==> config.mk <==
export PLATFORM = sky130hd
export DESIGN_NAME = positional_list_buffer
export DESIGN_NICKNAME = d
export VERILOG_FILES = /design/src/rtl/plb_pkg.sv /design/src/rtl/plb_cell.sv /design/src/rtl/positional_list_buffer.sv
export SDC_FILE = /design/constraint.sdc
export NUM_CORES = 1
export LEC_CHECK = 0
export ABC_CLOCK_PERIOD_IN_PS = 10140
export BUFFER_PORTS_ARGS = -buffer_cell sky130_fd_sc_hd__buf_2
export CAP_MARGIN = 20
export CORE_AREA = 2 2 327 329
export DETAILED_ROUTE_END_ITERATION = 6
export DIE_AREA = 0 0 329 331
export PLACE_DENSITY = 0.56
export SLEW_MARGIN = 20
export SYNTH_ARGS = -nofsm -noshare
export SYNTH_HDL_FRONTEND = slang
export SYNTH_HIERARCHICAL = 1
export SYNTH_SLANG_ARGS = --single-unit
==> constraint.sdc <==
create_clock -name aclk -period 10.14 [get_ports aclk]
set_input_delay 2.028 -clock aclk [delete_from_list [all_inputs] [get_ports aclk]]
set_output_delay 2.028 -clock aclk [all_outputs]
set_load 0.01 [all_outputs]
==> src/rtl/plb_pkg.sv <==
// ----------------------------------------------------------------------------
// plb_pkg: shared types and constants for the positional list buffer
// sizes, command and status codes, cell control word and data helpers
// ----------------------------------------------------------------------------
package plb_pkg;

    localparam int CAPACITY   = 16;
    localparam int DATA_WIDTH = 32;

    // fixed field widths of the stream words
    localparam int CMD_W   = 3;
    localparam int VALUE_W = 32;
    localparam int POS_W   = 5;
    localparam int RDV_W   = 32;
    localparam int COUNT_W = 5;
    localparam int STAT_W  = 2;

    localparam int S_DATA_W = 8 * ((CMD_W + VALUE_W + POS_W + 7) / 8);
    localparam int M_DATA_W = 8 * ((RDV_W + COUNT_W + STAT_W + 7) / 8);

    // occupancy counter, cell index and compare widths
    localparam int CNT_W = $clog2(CAPACITY + 1);
    localparam int IDX_W = (CAPACITY > 1) ? $clog2(CAPACITY) : 1;
    localparam int CMP_W = (CNT_W > POS_W) ? CNT_W : POS_W;

    typedef enum logic [CMD_W-1:0] {
        CMD_PUSH_FRONT = 3'd0,
        CMD_PUSH_BACK  = 3'd1,
        CMD_INSERT     = 3'd2,
        CMD_REMOVE     = 3'd3,
        CMD_POP_FRONT  = 3'd4,
        CMD_POP_BACK   = 3'd5,
        CMD_READ       = 3'd6,
        CMD_CLEAR      = 3'd7
    } cmd_t;

    typedef enum logic [STAT_W-1:0] {
        ST_DONE = 2'd0,
        ST_BAD  = 2'd1,
        ST_FULL = 2'd2
    } status_t;

    typedef enum logic [1:0] {
        SHIFT_HOLD   = 2'd0,
        SHIFT_INSERT = 2'd1,
        SHIFT_REMOVE = 2'd2
    } shift_op_t;

    // control word broadcast to every cell
    typedef struct packed {
        shift_op_t          op;
        logic [CMP_W-1:0]   pos;
    } shift_ctl_t;

    typedef logic [DATA_WIDTH-1:0] data_t;

    // input value to stored word: keep the low DATA_WIDTH bits, zero above
    function automatic data_t to_data(input logic [VALUE_W-1:0] v);
        logic [DATA_WIDTH+VALUE_W-1:0] t;
        t = {{DATA_WIDTH{1'b0}}, v};
        return t[DATA_WIDTH-1:0];
    endfunction

    // stored word to read field: low bits, zero above
    function automatic logic [RDV_W-1:0] from_data(input data_t d);
        logic [DATA_WIDTH+RDV_W-1:0] t;
        t = {{RDV_W{1'b0}}, d};
        return t[RDV_W-1:0];
    endfunction

    function automatic logic [COUNT_W-1:0] to_count(input logic [CNT_W-1:0] c);
        logic [CNT_W+COUNT_W-1:0] t;
        t = {{COUNT_W{1'b0}}, c};
        return t[COUNT_W-1:0];
    endfunction

endpackage

==> src/rtl/plb_cell.sv <==
// ----------------------------------------------------------------------------
// plb_cell: one slot of the list
// holds one word; on insert takes its left neighbor or the new value,
// on remove takes its right neighbor
// ----------------------------------------------------------------------------
module plb_cell (
    input  logic                        aclk,
    input  plb_pkg::shift_ctl_t         ctl,
    input  logic [plb_pkg::CMP_W-1:0]   cell_index,
    input  plb_pkg::data_t              new_value,
    input  plb_pkg::data_t              left_data,
    input  plb_pkg::data_t              right_data,
    output plb_pkg::data_t              data_out
);
    import plb_pkg::*;

    data_t data_reg;
    data_t data_next;

    always_comb begin
        data_next = data_reg;
        case (ctl.op)
            SHIFT_INSERT: begin
                if (cell_index > ctl.pos) begin
                    data_next = left_data;
                end else if (cell_index == ctl.pos) begin
                    data_next = new_value;
                end
            end
            SHIFT_REMOVE: begin
                if (cell_index >= ctl.pos) begin
                    data_next = right_data;
                end
            end
            default: ;
        endcase
    end

    always_ff @(posedge aclk) begin
        data_reg <= data_next;
    end

    assign data_out = data_reg;

endmodule

==> src/rtl/positional_list_buffer.sv <==
// ----------------------------------------------------------------------------
// positional_list_buffer: ordered list with positional insert and remove
// a row of cells shifts together; a registered result per command
// ----------------------------------------------------------------------------
// Each command completes at once: all cells at or behind the target
// position shift toward their neighbor on the same edge, so push, insert,
// remove, pop, read and clear all complete together and the result word
// appears on the master side in the cycle after the command word is taken.
// The result sits in an output register; s_tready stays high while that
// register is empty or being drained, so back-to-back commands run at one
// word per cycle when the sink keeps m_tready high. Reads pick the addressed
// cell through one wide select. Out-of-range positions and pops on an empty
// list leave the list as is with status bad; pushes and inserts on a full
// list are dropped with status full. Clear only resets the count.
// ----------------------------------------------------------------------------
module positional_list_buffer (
    input  logic                            aclk,
    input  logic                            aresetn,
    // command word: command [2:0], value [34:3], position [39:35]
    input  logic                            s_tvalid,
    output logic                            s_tready,
    input  logic [plb_pkg::S_DATA_W-1:0]    s_tdata,
    // result word: read_value [31:0], count [36:32], status [38:37], zero pad
    output logic                            m_tvalid,
    input  logic                            m_tready,
    output logic [plb_pkg::M_DATA_W-1:0]    m_tdata
);
    import plb_pkg::*;

    // unpacked command fields
    cmd_t                   s_command;
    logic [VALUE_W-1:0]     s_value;
    logic [POS_W-1:0]       s_position;

    assign s_command  = cmd_t'(s_tdata[CMD_W-1:0]);
    assign s_value    = s_tdata[CMD_W+VALUE_W-1:CMD_W];
    assign s_position = s_tdata[CMD_W+VALUE_W+POS_W-1:CMD_W+VALUE_W];

    logic s_accept;
    assign s_tready = !m_tvalid || m_tready;
    assign s_accept = s_tvalid && s_tready;

    // element count
    logic [CNT_W-1:0] occ_reg;
    logic [CNT_W-1:0] occ_next;
    logic [CMP_W-1:0] occ_ext;
    logic [CMP_W-1:0] pos_ext;
    assign occ_ext = CMP_W'(occ_reg);
    assign pos_ext = CMP_W'(s_position);

    // cell row
    data_t      cell_data [CAPACITY];
    shift_ctl_t cell_ctl;
    data_t      new_word;
    assign new_word = to_data(s_value);

    // decoded command
    logic               is_ins;
    logic               is_rem;
    logic [CMP_W-1:0]   target;
    status_t            status_c;
    logic [RDV_W-1:0]   read_c;

    always_comb begin
        is_ins       = 1'b0;
        is_rem       = 1'b0;
        target       = '0;
        status_c     = ST_DONE;
        read_c       = '0;
        occ_next     = occ_reg;
        cell_ctl.op  = SHIFT_HOLD;
        cell_ctl.pos = '0;

        case (s_command)
            CMD_PUSH_FRONT: begin
                is_ins = 1'b1;
            end
            CMD_PUSH_BACK: begin
                is_ins = 1'b1;
                target = occ_ext;
            end
            CMD_INSERT: begin
                is_ins = 1'b1;
                target = pos_ext;
            end
            CMD_REMOVE: begin
                is_rem = 1'b1;
                target = pos_ext;
            end
            CMD_POP_FRONT: begin
                is_rem = 1'b1;
            end
            CMD_POP_BACK: begin
                // on an empty list this wraps high and fails the range check
                is_rem = 1'b1;
                target = occ_ext - CMP_W'(1);
            end
            CMD_READ: begin
                if (pos_ext < occ_ext) begin
                    read_c = from_data(cell_data[IDX_W'(s_position)]);
                end else begin
                    status_c = ST_BAD;
                end
            end
            CMD_CLEAR: begin
                occ_next = '0;
            end
            default: ;
        endcase

        if (is_ins) begin
            if (target > occ_ext) begin
                status_c = ST_BAD;
            end else if (occ_reg == CNT_W'(CAPACITY)) begin
                status_c = ST_FULL;
            end else begin
                cell_ctl.op = SHIFT_INSERT;
                occ_next    = occ_reg + CNT_W'(1);
            end
        end

        if (is_rem) begin
            if (target >= occ_ext) begin
                status_c = ST_BAD;
            end else begin
                cell_ctl.op = SHIFT_REMOVE;
                occ_next    = occ_reg - CNT_W'(1);
            end
        end

        cell_ctl.pos = target;

        // nothing moves unless the command word is actually taken
        if (!s_accept) begin
            cell_ctl.op = SHIFT_HOLD;
        end
    end

    genvar gi;
    generate
        for (gi = 0; gi < CAPACITY; gi++) begin : g_cell
            data_t left_d;
            data_t right_d;
            if (gi == 0) begin : g_first
                assign left_d = '0;
            end else begin : g_inner_l
                assign left_d = cell_data[gi-1];
            end
            if (gi == CAPACITY - 1) begin : g_last
                assign right_d = '0;
            end else begin : g_inner_r
                assign right_d = cell_data[gi+1];
            end

            plb_cell u_cell (
                .aclk       (aclk),
                .ctl        (cell_ctl),
                .cell_index (CMP_W'(gi)),
                .new_value  (new_word),
                .left_data  (left_d),
                .right_data (right_d),
                .data_out   (cell_data[gi])
            );
        end
    endgenerate

    // count register
    always_ff @(posedge aclk) begin
        if (!aresetn) begin
            occ_reg <= '0;
        end else if (s_accept) begin
            occ_reg <= occ_next;
        end
    end

    // output register
    logic                   m_valid_reg;
    logic [M_DATA_W-1:0]    m_data_reg;

    always_ff @(posedge aclk) begin
        if (!aresetn) begin
            m_valid_reg <= 1'b0;
        end else if (s_accept) begin
            m_valid_reg <= 1'b1;
        end else if (m_tready) begin
            m_valid_reg <= 1'b0;
        end
    end

    always_ff @(posedge aclk) begin
        if (s_accept) begin
            m_data_reg <= M_DATA_W'({status_c, to_count(occ_next), read_c});
        end
    end

    assign m_tvalid = m_valid_reg;
    assign m_tdata  = m_data_reg;

endmodule

==> flow_metrics.py <==
metrics = {
    "outcome": {
        "status": "finished with violations",
        "violations": "max-slew violations",
    },
    "floorplanning": {
        "die_w_um": 329,
        "dieArea_mm2": 0.109,
        "core_mm2": 0.105,
        "start_util_pct": 40.9,
        "io_pins": 86,
        "rows": 119,
        "die_y_um": 331,
    },
    "grt": {
        "overflow": 0,
        "grt_pass1_wl_um": 210000,
        "grt_pass1_vias": 32519,
        "grt_max_degree": 69,
        "grt_use_total_pct": 24.9,
        "antenna_found_initial": 8,
    },
    "logic_synthesis": {
        "avgSynthCellArea_um2": 10.9,
        "synth-seq-cells": 557,
        "ys_seq_area_share_pct": 38.8,
        "yosysWarnings": 6,
        "ys_types": 53,
        "synth_cells": 3947,
        "synth_edf_count": 551,
        "synthArstFlopShare_pct": 0,
        "syn_area_mm2": 0.0429,
        "synth_flop_cell": "edfxtp_1",
    },
    "min_path": {
        "hold_class": "reg2reg",
    },
    "timing": {
        "rsz0062_at_grt": "no",
        "tightest_slew_ns": 2.97,
        "slew-limit-headroom_pct": -99.2,
        "period_needed_ns": 6.97,
        "finalHoldViolCount": 0,
        "min_period_over_period_pct": 68.8,
        "max_freq_mhz": 143,
        "worst_slack_ns": 3.17,
        "finClkSkew_ns": 0.0393,
        "setup_viol": 0,
        "fin_setup_tns_ns": 0,
        "slew_violations": 33,
    },
    "placed_design": {
        "pre_cts_slack_ns": 2.59,
        "port-buffer-count": 84,
        "gp_congestion": 0.865,
        "dpl.hpwl_um": 94900,
        "numPlacedInstances": 5239,
    },
    "route": {
        "routedWlPerCell_um": 25.8,
        "drcViolationCount": 0,
        "drt_iter0_markers": 3771,
        "firstDrtPassIters": 6,
        "vias_per_cell": 6.46,
        "routed_wirelength_um": 139000,
        "vias": 34709,
        "antenna_left": 0,
    },
    "pwr": {
        "switchingPower_mw": 3.42,
        "power_frac_clock_pct": 26.9,
        "pwr-share-comb_pct": 36.4,
        "p_int_mw": 5.90,
        "power.leakage_nw": 14.9,
        "ir_worst_vdd_mv": 0.181,
        "swShare_pct": 36.7,
        "p_seq_share_pct": 36.7,
        "powerDensity_mw_per_mm2": 202,
    },
    "final_layout": {
        "multi_input_area_mm2": 0.0233,
        "final_cell_mix": "edfxtp_1, o221a_1, nor2_1, o22ai_1, a21oi_2",
        "fin_nets": 4066,
        "area_delta_synth_final_pct": 7.51,
        "final_cells": 5373,
        "n_fill_cell": 9825,
        "regArea_mm2": 0.0167,
        "antenna_cells": 0,
        "final_common_cell": "edfxtp_1",
        "layout-drive-gt1-share_pct": 20.1,
    },
    "clock_network": {
        "cts_resized": 0,
        "clk_latency_ns": 0.65,
        "post-cts-setup-buffer-count": 0,
        "path_clk_slew_ns": 0.06,
        "holdBufCountCts": 0,
        "cts_sinks": 557,
        "htree_levels": 3,
        "clockBufferDepth": 3,
        "cts_buffers": 72,
        "root_buffer": "clkbuf_16",
        "cts_tree": "built",
    },
    "worst_setup_path": {
        "critPathMaxStageDelay_ns": 1.03,
        "worstPathArrival_ns": 7.35,
        "crit_chain": "buf_2 -> buf_4 -> a22oi_1 -> o22ai_1 -> buf_4 -> ha_1 -> nand2_1 -> o21ai_0 -> o21ai_0 -> nand2_1 -> nor4b_2 -> nand2b_2 -> nand3_2 -> o221a_2",
        "worst_ep_required_time_ns": 10.52,
        "crit_path_start_kind": "primary input",
        "crit_type": "in2reg",
        "cpMaxStageDelayCell": "nand3_2",
        "path_max_fanout": 35,
        "endpoint_kind": "flip-flop",
    },
    "job": {
        "maxCapViolCount": 0,
    },
}
## per-stage QoR
stage               util, %  total power [mW]  instance area (um^2)  hold WS (ns)
floorplan                 -              6.05                 43600         0.510
global placement       41.6              6.65                 43700         0.510
detailed placement     41.7              6.74                 43700         0.520
CTS                    43.7              9.25                 45900         0.540
global route           43.9              9.74                 46100         0.589
finish                 43.9              9.32                 46100         0.530
## worst max-delay path: cells and delay by family
| kind | cells | cell delay [ns] |
|---|---|---|
| AO/OA/AOI/OAI | 5 | 1.41 |
| buffers and inverters | 3 | 0.77 |
| adder cells (fa/ha/maj) | 1 | 0.30 |
| AND/OR/NAND/NOR | 5 | 2.82 |
## final cells by class
cell class,instances,area share [%]
Multi-Input combinational cell,2856,50.6
Sequential cell,557,36.1
Clock buffer,91,4.15
Tap cell,1391,3.77
Inverter,298,2.43
Timing Repair Buffer,145,2.31
Clock inverter,35,0.605
## power by group through the flow
stage | clock network [mW] | logic (mW) | registers (mW)
CTS | 2.54 | 3.30 | 3.40
floorplan | 0 | 2.73 | 3.32
finish | 2.51 | 3.39 | 3.42
global route | 2.62 | 3.67 | 3.45
global placement | 0 | 3.21 | 3.44
detailed placement | 0 | 3.30 | 3.45
## flip-flops by register name, indices dropped and copies added (netlist names)
register and cells:
occ_ext 5, m_tdata 39, m_tvalid 1, g_cell.u_cell/data_out 512
## kinds of logic after synthesis
kind of cell / share of synthesized area [%]
xor gates and xnor gates: 0.184
adders and majority gates: 2.68
buffers and inverters: 8.99
DFF: 38.8
other: 0.0175
and+or+nand+nor: 8.22
muxes: 8.43
AOI/OAI and AO/OA: 32.6
## worst paths after layout
| kind | startpoint | slack (ns) | cells past startpoint | to |
|---|---|---|---|---|
| hold / removal | m_tvalid$_SDFFE_PN0P_ | 0.53 | 2 | m_tvalid$_SDFFE_PN0P_ |
| setup / recovery | s_tdata[38] | 3.17 | 14 | g_cell[14].u_cell/data_out[0]$_DFFE_PP_ |
| setup reg to reg | occ_ext[0]$_SDFFE_PN0P_ | 3.61 | 16 | g_cell[14].u_cell/data_out[0]$_DFFE_PP_ |
| hold reg to reg | m_tvalid$_SDFFE_PN0P_ | 0.53 | 2 | m_tvalid$_SDFFE_PN0P_ |
## metal layers
metal  track usage (%)  up-vias  share of wire (%)
li1                  -    15734                  -
met1              37.3    17337                 46
met2              38.2     1459                 44
met3              3.28      179                7.8
met4              5.95        0                1.9
met5                 0        -                  0
## Yosys cell counts (all sizes together) (3+ instances only)
| library cell | instances | share of area [%] |
|---|---|---|
| edfxtp | 551 | 39 |
| nand4 | 15 | 0.22 |
| o211ai | 11 | 0.19 |
| nor2b | 44 | 0.64 |
| a21oi | 578 | 9.4 |
| o22ai | 325 | 4.7 |
| o221a | 512 | 13 |
| or2b | 10 | 0.17 |
| a21o | 3 | 0.052 |
| nor3 | 197 | 2.3 |
| and3 | 3 | 0.044 |
| o22a | 192 | 3.9 |
| clkbuf | 105 | 0.92 |
| nand2 | 52 | 0.49 |
| xnor2 | 9 | 0.18 |
| nor2 | 340 | 3.0 |
| mux4 | 160 | 8.4 |
| ha | 92 | 2.7 |
| a22oi | 3 | 0.052 |
| nand3 | 11 | 0.20 |
| nand2b | 20 | 0.35 |
| inv | 298 | 2.6 |
| o21a | 8 | 0.14 |
| o21ai | 37 | 0.43 |
| dfxtp | 6 | 0.28 |
| or2 | 20 | 0.29 |
| a31oi | 6 | 0.088 |
| or3 | 3 | 0.044 |
| and4 | 7 | 0.14 |
| nand3b | 6 | 0.28 |
| buf | 306 | 5.5 |
No activity file was read; power rests on OpenSTA's default activity.
